$ cat config.mk
export PLATFORM = sky130hd
export DESIGN_NAME = sem_front
export DESIGN_NICKNAME = d
export VERILOG_FILES = /design/src/sv/sem_pkg.sv /design/src/sv/sem_front.sv
export SDC_FILE = /design/constraint.sdc
export NUM_CORES = 1
export LEC_CHECK = 0
export BUFFER_PORTS_ARGS = -buffer_cell sky130_fd_sc_hd__clkbuf_2
export CAP_MARGIN = 5
export CORE_MARGIN = 2
export CORE_UTILIZATION = 30
export DETAILED_ROUTE_END_ITERATION = 12
export GPL_ROUTABILITY_DRIVEN = 0
export PLACE_DENSITY = 0.52
export SETUP_SLACK_MARGIN = 0.05
export SLEW_MARGIN = 20
export SYNTH_ARGS = -nofsm -noshare
export SYNTH_HDL_FRONTEND = slang
export SYNTH_SLANG_ARGS = --single-unit
$ cat constraint.sdc
create_clock -name clk -period 10.3 [get_ports clk]
set_clock_uncertainty 0.1 [all_clocks]
set_input_delay 0 -clock clk [delete_from_list [all_inputs] [get_ports clk]]
set_output_delay 0 -clock clk [all_outputs]
set_load 0.02 [all_outputs]
$ cat src/sv/sem_pkg.sv
`default_nettype none
package sem_pkg;

  localparam int MAX_WIDTH_DEF = 4096;
  localparam int MAX_HEIGHT    = 4096;
  localparam int DIM_W         = 15;   // width/height/position arithmetic
  localparam int COL_MAX_W     = 14;   // column index, widest parameter setting
  localparam int PIX_W         = 16;
  localparam int MAG_W         = 19;
  localparam int POS_W         = 12;
  localparam int CFG_W         = 13;

  localparam logic REQ_PIXEL = 1'b0;
  localparam logic REQ_DRAIN = 1'b1;

  localparam logic REG_FRAME_WIDTH  = 1'b0;  // paddr[2] selects the register
  localparam logic REG_FRAME_HEIGHT = 1'b1;

  localparam logic [CFG_W-1:0] FRAME_WIDTH_RST  = 13'd640;
  localparam logic [CFG_W-1:0] FRAME_HEIGHT_RST = 13'd480;

  // Work handed from the front end to the compute back end
  typedef struct packed {
    logic                 is_pix;
    logic [PIX_W-1:0]     pix;
    logic [COL_MAX_W-1:0] col;
    logic                 emit;
    logic                 border;
    logic [POS_W-1:0]     x;
    logic [POS_W-1:0]     y;
    logic                 last;
  } sem_cmd_t;

endpackage
`default_nettype wire

$ cat src/sv/sem_front.sv
`default_nettype none
module sem_front (
  input  wire                           clk,
  input  wire                           rst_n,
  input  wire                           take,
  input  wire                           req_type,
  input  wire  [sem_pkg::PIX_W-1:0]     pixel_value,
  input  wire  [sem_pkg::DIM_W-1:0]     w_eff,
  input  wire  [sem_pkg::DIM_W-1:0]     h_eff,
  output logic                          push,
  output sem_pkg::sem_cmd_t             cmd
);
  import sem_pkg::*;

  logic [DIM_W-1:0] col_r, col_nxt, row_r, row_nxt;
  logic [DIM_W-1:0] ex_r, ex_nxt, ey_r, ey_nxt, pend_r, pend_nxt;

  always_comb begin
    logic [DIM_W-1:0] c, r, x, y, p;
    c = col_r;
    r = row_r;
    x = ex_r;
    y = ey_r;
    p = pend_r;
    push = 1'b0;
    cmd = '0;
    cmd.pix = pixel_value;
    if (c >= w_eff) begin
      c = '0;
      r = r + 1'b1;
    end
    if (req_type == REQ_DRAIN) begin
      if (!(r < h_eff) && p != '0) begin
        push = 1'b1;
        cmd.emit = 1'b1;
        cmd.last = (p == DIM_W'(1));
      end
    end else begin
      push = 1'b1;
      cmd.is_pix = 1'b1;
      if (r >= h_eff) begin
        c = '0; r = '0; x = '0; y = '0; p = '0;
      end
      cmd.col = c[COL_MAX_W-1:0];
      p = p + 1'b1;
      c = c + 1'b1;
      if (c >= w_eff) begin
        c = '0;
        r = r + 1'b1;
      end
      if (p > w_eff + 1'b1) cmd.emit = 1'b1;
    end
    if (cmd.emit) begin
      cmd.x = x[POS_W-1:0];
      cmd.y = y[POS_W-1:0];
      cmd.border = !(x != '0 && y != '0 && x < w_eff - 1'b1 && y < h_eff - 1'b1);
      p = p - 1'b1;
      if (x + 1'b1 >= w_eff) begin
        x = '0;
        y = y + 1'b1;
      end else begin
        x = x + 1'b1;
      end
      // frame fully drained: start over
      if (req_type == REQ_DRAIN && p == '0) begin
        c = '0; r = '0; x = '0; y = '0;
      end
    end
    col_nxt  = take ? c : col_r;
    row_nxt  = take ? r : row_r;
    ex_nxt   = take ? x : ex_r;
    ey_nxt   = take ? y : ey_r;
    pend_nxt = take ? p : pend_r;
    push     = push & take;
  end

  always_ff @(posedge clk) begin
    if (!rst_n) begin
      col_r <= '0; row_r <= '0; ex_r <= '0; ey_r <= '0; pend_r <= '0;
    end else begin
      col_r <= col_nxt; row_r <= row_nxt; ex_r <= ex_nxt; ey_r <= ey_nxt;
      pend_r <= pend_nxt;
    end
  end

endmodule
`default_nettype wire

==> impl_metrics.py <==
metrics = {
    "outcome": {
        "status": "complete, no violations",
    },
    "grt": {
        "grt.total_usage_pct": 20.0,
        "grt-ovfl-total": 0,
        "grt_pass1_wl_um": 53100,
        "grt_start_max_net_pins": 63,
        "grt_pass1_vias": 9473,
        "antenna_found_initial": 0,
    },
    "worst_setup_path": {
        "cp_slowest_cell": "nor2_1",
        "path_max_fanout": 19,
        "cp-start-kind": "register",
        "cp-end-kind": "register",
        "critPathRequiredTime_ps": 10450,
        "r2r_start": "col_r[2]$_SDFFE_PN0P_",
        "startpoint": "col_r[2]$_SDFFE_PN0P_",
        "max_stage_delay_ps": 710,
        "reg2reg_depth": 37,
        "reg2reg_slack_ps": 1260,
        "crit_path_end": "ey_r[14]$_SDFFE_PN0P_",
        "r2r_end": "ey_r[14]$_SDFFE_PN0P_",
        "arrival_ps": 9190,
        "cpLargestDelayFamily": "simple AND/OR/NAND/NOR gates",
        "crit_type": "register to register",
        "cp.depth": 37,
        "path_buf_inv": 4,
    },
    "power_and_ir_drop": {
        "power_density_nw_per_um2": 74.5,
        "pwr-share-comb_pct": 22.4,
        "internal_power_mw": 0.531,
        "p_switching_mw": 0.269,
        "pwr-share-seq_pct": 37.5,
        "totalPowerFinal_mw": 0.800,
        "pwr-share-clk_pct": 40.1,
        "p_sw_share_pct": 33.6,
        "vdd_drop_max_mv": 0.0672,
        "leakage_nw": 4.80,
    },
    "floorplan": {
        "die_x_um": 183,
        "start_util_pct": 30.5,
        "io_pins": 109,
        "die_height_um": 183,
        "core_area_um2": 31600,
        "dieArea_um2": 33500,
        "rows": 65,
    },
    "clocking": {
        "htreeDepth": 3,
        "root_buffer": "clkbuf_16",
        "clockBufferDepth": 2,
        "cts_resized": 0,
        "numCtsBuffers": 9,
        "clock_latency_ps": 360,
        "cts_sinks": 75,
        "cts_tree": "done",
        "clkSlewWorstSetupHoldPaths_ps": 70,
    },
    "synthesis": {
        "yosysSeqAreaShare_pct": 15.6,
        "synth_top_family_by_area": "simple AND/OR/NAND/NOR gates",
        "synth_fa_ha_area_share_pct": 15.2,
        "synthArstFlopShare_pct": 0,
        "synth.net_count": 1488,
        "synthSimpleGateAreaFrac_pct": 29.3,
        "yosysUniqueCellTypes": 85,
        "synth_mux_area_share_pct": 1.80,
        "synth_edf_count": 0,
        "yosysWarnings": 0,
        "synth_seq_cells": 75,
        "syn-cell-area_um2": 9620,
        "syn_inst": 1321,
        "synthXorXnorAreaFrac_pct": 10.7,
        "ys.flop_type": "dfxtp_1",
        "synth.avg_cell_area_um2": 7.28,
        "synth_compound_area_share_pct": 20.4,
    },
    "finish": {
        "design_area_um2": 10700,
        "final_nets": 1532,
        "multi_input_area_um2": 7480,
        "nFillCells": 3424,
        "areaGrowthSynthToFinish_pct": 11.7,
        "antenna_cells": 0,
        "final-seq-area_um2": 1500,
        "drive_above_1_share_pct": 10.1,
    },
    "route": {
        "routedWlPerCell_um": 18.9,
        "via_per_inst": 5.64,
        "drcViolationCount": 0,
        "vias": 9991,
        "drtPass1Iterations": 6,
        "postRouteAntennaNets": 0,
        "drt-initial-drc-count": 760,
        "totalWireLength_um": 33400,
    },
    "timing": {
        "setup_viol": 0,
        "timing.final.crit_share_pct": 87.8,
        "timing.fmax_ghz": 0.111,
        "tns_ps": 0,
        "worst_slack_ps": 1260,
        "finalMaxSlewViolations": 0,
        "hold_viol": 0,
        "slew_headroom_pct": 23.7,
        "whs_ps": 193,
        "rsz0062_at_grt": "no",
        "tightest_slew_ps": 1140,
        "layout_min_cycle_time_ps": 9040,
    },
    "placement": {
        "dp_hpwl_um": 25800,
        "placed_area_um2": 10300,
        "port-buffer-count": 76,
        "post-place-ws_ps": 1010,
    },
    "hold_path": {
        "hold_class": "primary input to register",
        "min_from": "rst_n",
    },
    "flow_run": {
        "maxCapViolCount": 0,
    },
}
## placed cells by master (no fill, tap or decap), types with 36 or more instances in the layout
cell type  Yosys  layout
and3_1        36      36
nor3_1        40      40
clkbuf_2       0      76
dfxtp_1       75      75
o21ai_0       48      48
nor2_1       122     122
nand3_1       65      65
xnor2_1       83      83
nand2_1      143     143
inv_1         78      78
ha_1         117     117
nor2b_1       39      39
a21oi_1       49      49
## power groups by stage
stage               Clock, mW  Combinational [mW]  Sequential, mW
floorplan                   0               0.123           0.304
global placement            0               0.166           0.307
detailed placement          0               0.168           0.307
CTS                     0.328               0.178           0.300
global route            0.337               0.199           0.301
finish                  0.321               0.179           0.300
## cell usage after synthesis (18+ instances only)
library cell	count	area share, %
o21a_1	18	1.4
nor3_1	40	2.1
nor2b_1	39	2.5
xor2_1	35	3.2
nor2_1	122	4.8
nand2_1	143	5.6
and2_1	21	1.4
ha_1	117	15
a21oi_1	49	2.6
nand4_1	34	2.2
inv_1	78	3.0
and3_1	36	2.3
nor4_1	19	1.2
a22o_1	27	2.5
clkbuf_1	47	1.8
nand3_1	65	3.4
xnor2_1	83	7.6
dfxtp_1	75	16
o21ai_0	48	2.5
## kinds of logic after synthesis
kind of cell | after synthesis
AO/OA/AOI/OAI | 274
XOR/XNOR | 118
adder cells (fa/ha/maj) | 117
buffers and inverters | 156
flip-flops | 75
multiplexers | 17
AND/OR/NAND/NOR | 564
## through the flow
step,cells,utilization (%)
after CTS,1771,34.0
after global placement,1739,32.6
after floorplan,1321,-
final,1772,34.0
after global routing,1772,34.0
after detailed placement,1739,32.6
## worst min path at each step
stage / endpoint / slack, ps / cells past startpoint
floorplan: cmd[41] / 10 / 1
global placement: cmd[46] / -100 / 0
detailed placement: cmd[46] / -100 / 0
CTS: ex_r[3]$_SDFFE_PN0P_ / 190 / 4
global route: col_r[2]$_SDFFE_PN0P_ / 220 / 3
finish: pend_r[4]$_SDFFE_PN0P_ / 190 / 4
## flip-flops by register name, indices dropped and copies added, names as in the netlist
signal  cells
col_r      15
ex_r       15
ey_r       15
pend_r     15
row_r      15
## worst reg2reg max path: cells and delay by family (launching register included)
family | cells | cell delay, ps
and+or+nand+nor | 16 | 3850
buffers and inverters | 4 | 590
adders and majority gates | 4 | 1270
AOI/OAI and AO/OA | 11 | 2270
DFF | 1 | 470
xor gates and xnor gates | 2 | 380
## metal layers
layer	share of wire (%)	GRT usage (%)	up-vias
met5	0	0	-
met4	3.1	6.88	0
met3	4.9	2.38	65
met2	45	32.6	339
met1	47	27.2	4773
li1	-	-	4814
## what timing repair did
action | 4_1_cts | 5_1_grt
hold buffers | 16 | 0
endpoints found under the setup margin | 0 | 0
buffers inserted | 0 | 0
endpoints found under the hold margin | 16 | 0
## cell type report
cell class	instances	area share, %
inverters	80	2.80
clock buffers	10	2.22
clock inverters	6	0.373
multi-input cells	1090	69.7
well taps	402	4.68
flip-flops and latches	75	14.0
repair buffers	109	6.29
Note: power is estimated with default switching activity, not from simulation.
