`src/sv/sem_pkg.sv`:
```
`default_nettype none
package sem_pkg;

  localparam int MAX_WIDTH_DEF = 4096;
  localparam int MAX_HEIGHT    = 4096;
  localparam int DIM_W         = 15;   // width/height/position arithmetic
  localparam int COL_MAX_W     = 14;   // column index, widest parameter setting
  localparam int PIX_W         = 16;
  localparam int MAG_W         = 19;
  localparam int POS_W         = 12;
  localparam int CFG_W         = 13;

  localparam logic REQ_PIXEL = 1'b0;
  localparam logic REQ_DRAIN = 1'b1;

  localparam logic REG_FRAME_WIDTH  = 1'b0;  // paddr[2] selects the register
  localparam logic REG_FRAME_HEIGHT = 1'b1;

  localparam logic [CFG_W-1:0] FRAME_WIDTH_RST  = 13'd640;
  localparam logic [CFG_W-1:0] FRAME_HEIGHT_RST = 13'd480;

  // Work handed from the front end to the compute back end
  typedef struct packed {
    logic                 is_pix;
    logic [PIX_W-1:0]     pix;
    logic [COL_MAX_W-1:0] col;
    logic                 emit;
    logic                 border;
    logic [POS_W-1:0]     x;
    logic [POS_W-1:0]     y;
    logic                 last;
  } sem_cmd_t;

endpackage
`default_nettype wire

```
`src/sv/sem_fifo.sv`:
```
`default_nettype none
module sem_fifo (
  input  wire                 clk,
  input  wire                 rst_n,
  input  wire                 push,
  input  sem_pkg::sem_cmd_t   din,
  output logic                full,
  input  wire                 pop,
  output sem_pkg::sem_cmd_t   dout,
  output logic                avail
);
  import sem_pkg::*;

  sem_cmd_t   mem_r [2];
  logic       wp_r, rp_r;
  logic [1:0] cnt_r;

  assign full  = (cnt_r == 2'd2);
  assign avail = (cnt_r != 2'd0);
  assign dout  = mem_r[rp_r];

  always_ff @(posedge clk) begin
    if (push && !full) mem_r[wp_r] <= din;
  end

  always_ff @(posedge clk) begin
    if (!rst_n) begin
      wp_r <= 1'b0; rp_r <= 1'b0; cnt_r <= 2'd0;
    end else begin
      if (push && !full) wp_r <= ~wp_r;
      if (pop && avail) rp_r <= ~rp_r;
      cnt_r <= cnt_r + 2'(push && !full) - 2'(pop && avail);
    end
  end

endmodule
`default_nettype wire

```
`config.mk`:
```
export PLATFORM = sky130hd
export DESIGN_NAME = sem_fifo
export DESIGN_NICKNAME = d
export VERILOG_FILES = /design/src/sv/sem_pkg.sv /design/src/sv/sem_fifo.sv
export SDC_FILE = /design/constraint.sdc
export NUM_CORES = 1
export LEC_CHECK = 0
export ABC_AREA = 1
export ABC_CLOCK_PERIOD_IN_PS = 4100
export BUFFER_PORTS_ARGS = -buffer_cell sky130_fd_sc_hd__buf_2
export CAP_MARGIN = 20
export CELL_PAD_IN_SITES_DETAIL_PLACEMENT = 1
export CELL_PAD_IN_SITES_GLOBAL_PLACEMENT = 2
export CORE_ASPECT_RATIO = 0.5
export CORE_MARGIN = 2
export CORE_UTILIZATION = 37
export DETAILED_ROUTE_END_ITERATION = 10
export PLACE_DENSITY = 0.76
export SLEW_MARGIN = 40
export SYNTH_ARGS = -nofsm -noshare
export SYNTH_HDL_FRONTEND = slang
export SYNTH_SLANG_ARGS = --single-unit
```
`constraint.sdc`:
```
create_clock -name clk -period 4.1 [get_ports clk]
set_input_delay 0.82 -clock clk [delete_from_list [all_inputs] [get_ports clk]]
set_output_delay 0.82 -clock clk [all_outputs]
set_load 0.005 [all_outputs]
```
==> run_results.csv, run 1 <==
group,metric,value,unit
synth,synthesis.instances,217,
routing,avgViaCountPerCell,4.40,
critical_path,timing.critical_path.required,3.28,ns
finish,flow.area_growth_from_synthesis,30.5,%
floorplan,die_height,82.0,um
timing,max_clock_freq,342,MHz
critical_path,timing.critical_path.buf_inv,2,
power,sequentialPowerShare,0.436,
power,power_frac_comb,0.189,
global_route,antenna_violations_before_repair,0,
synth,synth_seq_area_share,0.796,
floorplan,initial_utilization,0.380,
global_route,number_of_global_route_vias_before_repair,2532,
critical_path,worstReg2RegEnd,"mem_r[1][15]",
timing,setup-violations-final,0,
clock_tree,post_cts_buffers,0,
synth,synth_enable_flop_cells,116,
placed_design,dpl-instance-area,0.00531,mm2
synth,yosysMostFrequentCell,"sky130_fd_sc_hd__edfxtp_1",
critical_path,timing.critical_path.max_delay_family,"flip-flops",
routing,ant_nets,0,
routing,routedWlPerCell,17.2,um
min_path,holdPathStages,2,
timing,relSlewSlack,0.452,
placed_design,final_replace_weighted_congestion,0.728,
floorplan,dieWidth,160,um
clock_tree,post_cts.resized_instances,0,
clock_tree,cts_htree_levels,4,
finish,filler_cell_count,1194,
synth,largest_area_contributor_in_the_synthesized_netlist,"sky130_fd_sc_hd__edfxtp_1",
run_status,run_status,"finished clean",
floorplan,pin_count,122,
global_route,grt_max_degree,59,
finish,n_antenna_cell,0,
timing,final.hold.worst_slack,0.517,ns
power,fin_total_pwr,3.81,mW
timing,timing_hold_violations_final,0,
critical_path,cpMaxStageDelayCell,"sky130_fd_sc_hd__dfxtp_2",
critical_path,reg2reg_from,"cnt_r[0]",
clock_tree,tritoncts.num_buffers,17,
synth,synth.cell_area,0.00450,mm2
finish,finish.net_count,418,
placed_design,port_buffers,121,
synth,synth.cells.most_frequent,"sky130_fd_sc_hd__edfxtp_1, sky130_fd_sc_hd__mux2_2, sky130_fd_sc_hd__mux2_4",
synth,synth_cell_types,12,
job,timing.max_cap.violations,0,
clock_tree,clock_latency_on_the_worst_skew_pair,0.40,ns
routing,drt-initial-drc-count,80,
global_route,globalRoute.totalOverflow,0,
timing,fin_worst_skew,0.00539,ns
routing,first_pass_iters,4,
timing,slew_violations,0,
routing,postRouteWirelength,9.15,mm
power,p_per_area,648,mW/mm2
critical_path,critPathLaunchType,"flip-flop",
clock_tree,cts_num_sinks,121,
timing,period_share,0.713,
clock_tree,ctsLongestPathBuffers,2,
min_path,min_delay_worst_endpoint,"rp_r",
power,power_switching_share,0.241,
global_route,global_route_wire_length_before_repair,13.6,mm
critical_path,worst_r2r_path_depth,5,
timing,min_period,2.92,ns
finish,postLayoutCellArea,0.00588,mm2
synth,synthesis.area_per_instance,20.8,um2
critical_path,peak_per_stage_delay_on_the_critical_path,0.86,ns
placed_design,dp_hpwl,6.09,mm
synth,synth_largest_type_area_fraction,0.773,
routing,vias,2338,
power,internal_power_consumption,2.89,mW
clock_tree,cts-hold-fix-buffers,0,
clock_tree,path_clk_slew,0.05,ns
timing,max_slew.worst_pin.slew,0.822,ns
critical_path,reg2reg_setup_slack,2.21,ns
power,p_leak,2.30,nW
min_path,timing.hold.worst.start,"rp_r",
clock_tree,cts_tree,"done",
power,power.net_switching,919,uW
timing,timing.setup.tns,0,ns
critical_path,worstPathMaxFanout,30,
floorplan,core,0.0118,mm2
synth,postSynthRegisterBits,121,
finish,post_route_cells_drive_above_1_share,0.579,
synth,post_synth_main_area_contributors,"sky130_fd_sc_hd__edfxtp_1, sky130_fd_sc_hd__mux2_2, sky130_fd_sc_hd__mux2_4",
min_path,hp-class,"reg -> reg",
synth,yosys_warnings,0,
clock_tree,ctsRootBufferMaster,"sky130_fd_sc_hd__clkbuf_16",
critical_path,category_of_the_worst_setup_path_capture_point,"primary output",
global_route,grt_usage,0.145,
timing,grt_setup_unrepaired,"false",
floorplan,rows,28,
critical_path,cp.arrival,2.10,ns
synth,async_reset_ff_frac,0,
critical_path,critPathKind,"reg -> out",
power,p_clk_frac,0.375,
critical_path,cp_cell_sequence,"buf_12, mux2_2, buf_2",
floorplan,die_area,0.0131,mm2
routing,drt_drc_violations_left,0,
synth,syn-num-nets,281,
power,vdd_ir_drop_max,340,uV
synth,synth_ff_type,"sky130_fd_sc_hd__edfxtp_1",
[placed cells by master (no fill, tap or decap), types with 2 or more instances in the layout]
master                      instances
sky130_fd_sc_hd__bufinv_16          3
sky130_fd_sc_hd__clkinv_1           2
sky130_fd_sc_hd__nand2_1            9
sky130_fd_sc_hd__nand3_1            3
sky130_fd_sc_hd__a21oi_1            2
sky130_fd_sc_hd__clkinv_2           7
sky130_fd_sc_hd__mux2_2            38
sky130_fd_sc_hd__mux2_4            20
sky130_fd_sc_hd__buf_4              2
sky130_fd_sc_hd__nor2_1             7
sky130_fd_sc_hd__clkbuf_1           2
sky130_fd_sc_hd__dfxtp_1            4
sky130_fd_sc_hd__ha_1               2
sky130_fd_sc_hd__buf_2            121
sky130_fd_sc_hd__clkbuf_16         17
sky130_fd_sc_hd__inv_1              7
sky130_fd_sc_hd__edfxtp_1         116
[per-layer routing]
metal | track usage | routed length [um] | up-vias
met2 | 0.272 | 5100 | 47
met5 | 0 | 0 | -
met1 | 0.148 | 3540 | 1162
li1 | - | - | 1115
met3 | 0.0455 | 334 | 14
met4 | 0.0820 | 170 | 0
[tightest hold or removal path: cells and delay by family, from the launching register on]
family / cells / cell delay, ns
flops: 1 / 0.33
simple gates: 2 / 0.15
[through the flow]
stage	instances	setup WS, ns	utilization
global placement	500	1.64	0.449
detailed placement	500	1.58	0.449
global route	531	1.07	0.497
finish	531	1.18	0.497
floorplan	217	0.310	-
CTS	531	1.12	0.497
[worst max path at each step]
stage	start	endpoint	slack (ns)	cells past startpoint
after floorplan	push	mem_r[0][0]	0.31	2
after global placement	push	mem_r[1][7]	1.64	4
after detailed placement	flip-flop	dout[19]	1.58	3
after CTS	flip-flop	dout[18]	1.12	3
after global routing	flip-flop	dout[18]	1.07	3
final	flip-flop	dout[18]	1.18	3
[power groups by stage]
stage	Sequential [mW]	Combinational, mW	Clock, mW
6_report	1.66	0.720	1.43
5_1_grt	1.68	0.796	1.51
4_1_cts	1.67	0.740	1.46
3_5_place_dp	1.69	0.734	0
3_3_place_gp	1.67	0.708	0
2_1_floorplan	1.64	0.473	0
[sequential cells by signal (all words and copies together) (netlist names), named ones only]
register,cells
mem_r,116
rp_r,1
wp_r,1
cnt_r,2
[kinds of logic (layout without fill, tap and decap cells)]
logic type,Yosys count,in the layout,synth area share
simple gates,20,20,0.0175
compound gates,2,2,0.00222
fa+ha+maj,2,2,0.00555
flops,121,121,0.796
buf+inv,14,163,0.0175
mux,58,58,0.162
[layout make-up]
| type | count | area, um2 | share of cell area |
|---|---|---|---|
| clock buffer | 19 | 433 | 0.0736 |
| timing repair buffer | 124 | 641 | 0.109 |
| multi-input combinational | 82 | 850 | 0.144 |
| clock inverter | 12 | 133 | 0.0226 |
| sequential | 121 | 3580 | 0.610 |
| inverter | 8 | 32.5 | 0.00553 |
| tap | 165 | 206 | 0.0351 |
(Power assumes the default switching activity.)
==> run 2, diff against run 1 <==
--- a/config.mk
+++ b/config.mk
@@ -6,7 +6,7 @@
 export NUM_CORES = 1
 export LEC_CHECK = 0
 export ABC_AREA = 1
-export ABC_CLOCK_PERIOD_IN_PS = 4100
+export ABC_CLOCK_PERIOD_IN_PS = 2900
 export BUFFER_PORTS_ARGS = -buffer_cell sky130_fd_sc_hd__buf_2
 export CAP_MARGIN = 20
 export CELL_PAD_IN_SITES_DETAIL_PLACEMENT = 1
==> constraint.sdc (replaced) <==
create_clock -name clk -period 2.9 [get_ports clk]
set_input_delay 0.58 -clock clk [delete_from_list [all_inputs] [get_ports clk]]
set_output_delay 0.58 -clock clk [all_outputs]
set_load 0.005 [all_outputs]
==> run 2 against run 1 <==
Power is 42% higher; final cell count rose by 0.56%; sequential cell count unchanged; critical path depth is the same; wire length down 0.55%; critical path type unchanged; largest cell class unchanged; largest power group unchanged.
==> run_results.csv, run 2 (synthesized netlist as in run 1, its figures left out) <==
group,metric,value,unit
run_status,run_status,"finished clean",
power,vdd_ir_drop_max,385,uV
timing,max_clock_freq,439,MHz
floorplan,die_height,82.0,um
finish,largest_register_ffs,116,
global_route,grt_max_degree,34,
power,fin_total_pwr,5.42,mW
routing,ant_nets,0,
placed_design,dpl-instance-area,0.00533,mm2
clock_tree,tritoncts.num_buffers,17,
floorplan,core,0.0118,mm2
timing,grt_setup_unrepaired,"false",
finish,final_cell_mix,"sky130_fd_sc_hd__buf_2, sky130_fd_sc_hd__edfxtp_1, sky130_fd_sc_hd__mux2_2, sky130_fd_sc_hd__mux2_4, sky130_fd_sc_hd__clkbuf_16",
routing,vias,2365,
clock_tree,ctsRootBufferMaster,"sky130_fd_sc_hd__clkbuf_16",
finish,finish.net_count,420,
clock_tree,cts_tree,"done",
routing,avgViaCountPerCell,4.43,
floorplan,pin_count,122,
clock_tree,cts_htree_levels,4,
power,p_clk_frac,0.378,
floorplan,dieWidth,160,um
global_route,global_route_wire_length_before_repair,13.9,mm
timing,slew_violations,0,
floorplan,rows,28,
routing,drt-initial-drc-count,84,
finish,postLayoutCellArea,0.00591,mm2
finish,most_frequent_standard_cell_in_the_layout_excluding_fill_and_tap_cells,"sky130_fd_sc_hd__buf_2",
power,power.net_switching,1.32,mW
routing,routedWlPerCell,17.0,um
timing,min_period,2.28,ns
min_path,hp-class,"in -> reg",
routing,first_pass_iters,4,
clock_tree,post_cts.resized_instances,0,
timing,timing.setup.tns,0,ns
timing,relSlewSlack,0.582,
power,power_frac_comb,0.200,
clock_tree,path_clk_slew,0.05,ns
clock_tree,cts_num_sinks,121,
clock_tree,cts-hold-fix-buffers,0,
placed_design,port_buffers,121,
global_route,grt_usage,0.146,
min_path,timing.hold.worst.start,"din[47]",
global_route,number_of_global_route_vias_before_repair,2608,
routing,drt_drc_violations_left,0,
critical_path,worstReg2RegEnd,"mem_r[0][40]",
timing,fin_worst_skew,0.00695,ns
power,sequentialPowerShare,0.422,
critical_path,category_of_the_worst_setup_path_capture_point,"primary output",
floorplan,initial_utilization,0.380,
clock_tree,post_cts_buffers,0,
clock_tree,clock_latency_on_the_worst_skew_pair,0.41,ns
critical_path,cp.arrival,1.70,ns
critical_path,reg2reg_setup_slack,1.03,ns
timing,max_slew.worst_pin.slew,0.626,ns
global_route,globalRoute.totalOverflow,0,
finish,max_flop_register,"mem_r",
critical_path,critPathKind,"reg -> out",
placed_design,final_replace_weighted_congestion,0.691,
power,power_switching_share,0.244,
critical_path,reg2reg_from,"cnt_r[0]",
placed_design,dp_hpwl,6.32,mm
finish,flow.area_growth_from_synthesis,31.3,%
floorplan,die_area,0.0131,mm2
timing,timing_hold_violations_final,0,
global_route,antenna_violations_before_repair,0,
power,p_per_area,917,mW/mm2
clock_tree,ctsLongestPathBuffers,2,
job,timing.max_cap.violations,0,
critical_path,worst_r2r_path_depth,5,
critical_path,timing.critical_path.required,2.32,ns
power,internal_power_consumption,4.10,mW
finish,n_antenna_cell,0,
power,p_leak,2.30,nW
finish,filler_cell_count,1177,
min_path,min_delay_worst_endpoint,"mem_r[0][47]",
timing,setup-violations-final,0,
finish,largest_registers,"mem_r: 116 flops, cnt_r: 2 flops",
finish,post_route_cells_drive_above_1_share,0.588,
timing,period_share,0.786,
critical_path,worstPathMaxFanout,32,
critical_path,critPathLaunchType,"flip-flop",
min_path,holdPathStages,1,
routing,postRouteWirelength,9.10,mm
[run 2: changes by cell type in the layout (fill, tap and decap cells not counted)]
cell / change
sky130_fd_sc_hd__inv_4: -1
sky130_fd_sc_hd__clkinv_2: -2
sky130_fd_sc_hd__inv_2: +1
sky130_fd_sc_hd__clkinv_1: -1
sky130_fd_sc_hd__clkinvlp_4: +5
sky130_fd_sc_hd__clkbuf_1: -1
sky130_fd_sc_hd__buf_4: +2
[run 2: metrics by stage]
stage	setup WS [ns]	utilization	std cells	hold slack, ns
floorplan	0.319	-	217	0.467
global placement	0.893	0.450	502	0.491
detailed placement	0.844	0.450	502	0.503
CTS	0.577	0.499	534	0.343
global route	0.506	0.499	534	0.340
finish	0.622	0.499	534	0.361
[run 2: cell type report]
class	count	area (um2)	area share
sequential	121	3580	0.606
multi-input combinational	82	850	0.144
timing repair buffer	126	656	0.111
clock buffer	18	429	0.0726
tap	165	206	0.0349
clock inverter	14	156	0.0265
inverter	8	30.0	0.00508
[run 2: worst max-delay path by stage]
| stage | start | to | slack (ns) | cells past startpoint |
|---|---|---|---|---|
| floorplan | push | mem_r[0][0] | 0.32 | 2 |
| global placement | push | mem_r[0][37] | 0.89 | 4 |
| detailed placement | push | mem_r[0][43] | 0.84 | 4 |
| CTS | flip-flop | dout[11] | 0.58 | 3 |
| global route | flip-flop | dout[15] | 0.51 | 3 |
| finish | flip-flop | dout[15] | 0.62 | 3 |
[run 2: critical path, stage by stage, from the launching register on]
cell	delay [ns]
sky130_fd_sc_hd__dfxtp_2	0.33
sky130_fd_sc_hd__buf_4	0.42
sky130_fd_sc_hd__mux2_2	0.40
sky130_fd_sc_hd__buf_2	0.13
[run 2: power groups by stage]
| stage | Sequential, mW | Combinational [mW] | Clock, mW |
|---|---|---|---|
| 6_report | 2.29 | 1.09 | 2.05 |
| 5_1_grt | 2.31 | 1.20 | 2.16 |
| 4_1_cts | 2.29 | 1.12 | 2.10 |
| 3_5_place_dp | 2.32 | 1.11 | 0 |
| 3_3_place_gp | 2.30 | 1.07 | 0 |
| 2_1_floorplan | 2.31 | 0.670 | 0 |
[run 2: metal layers]
metal	global-route usage	routed length, um
met5	0	0
met4	0.0658	108
met3	0.0545	330
met2	0.270	5070
met1	0.154	3590
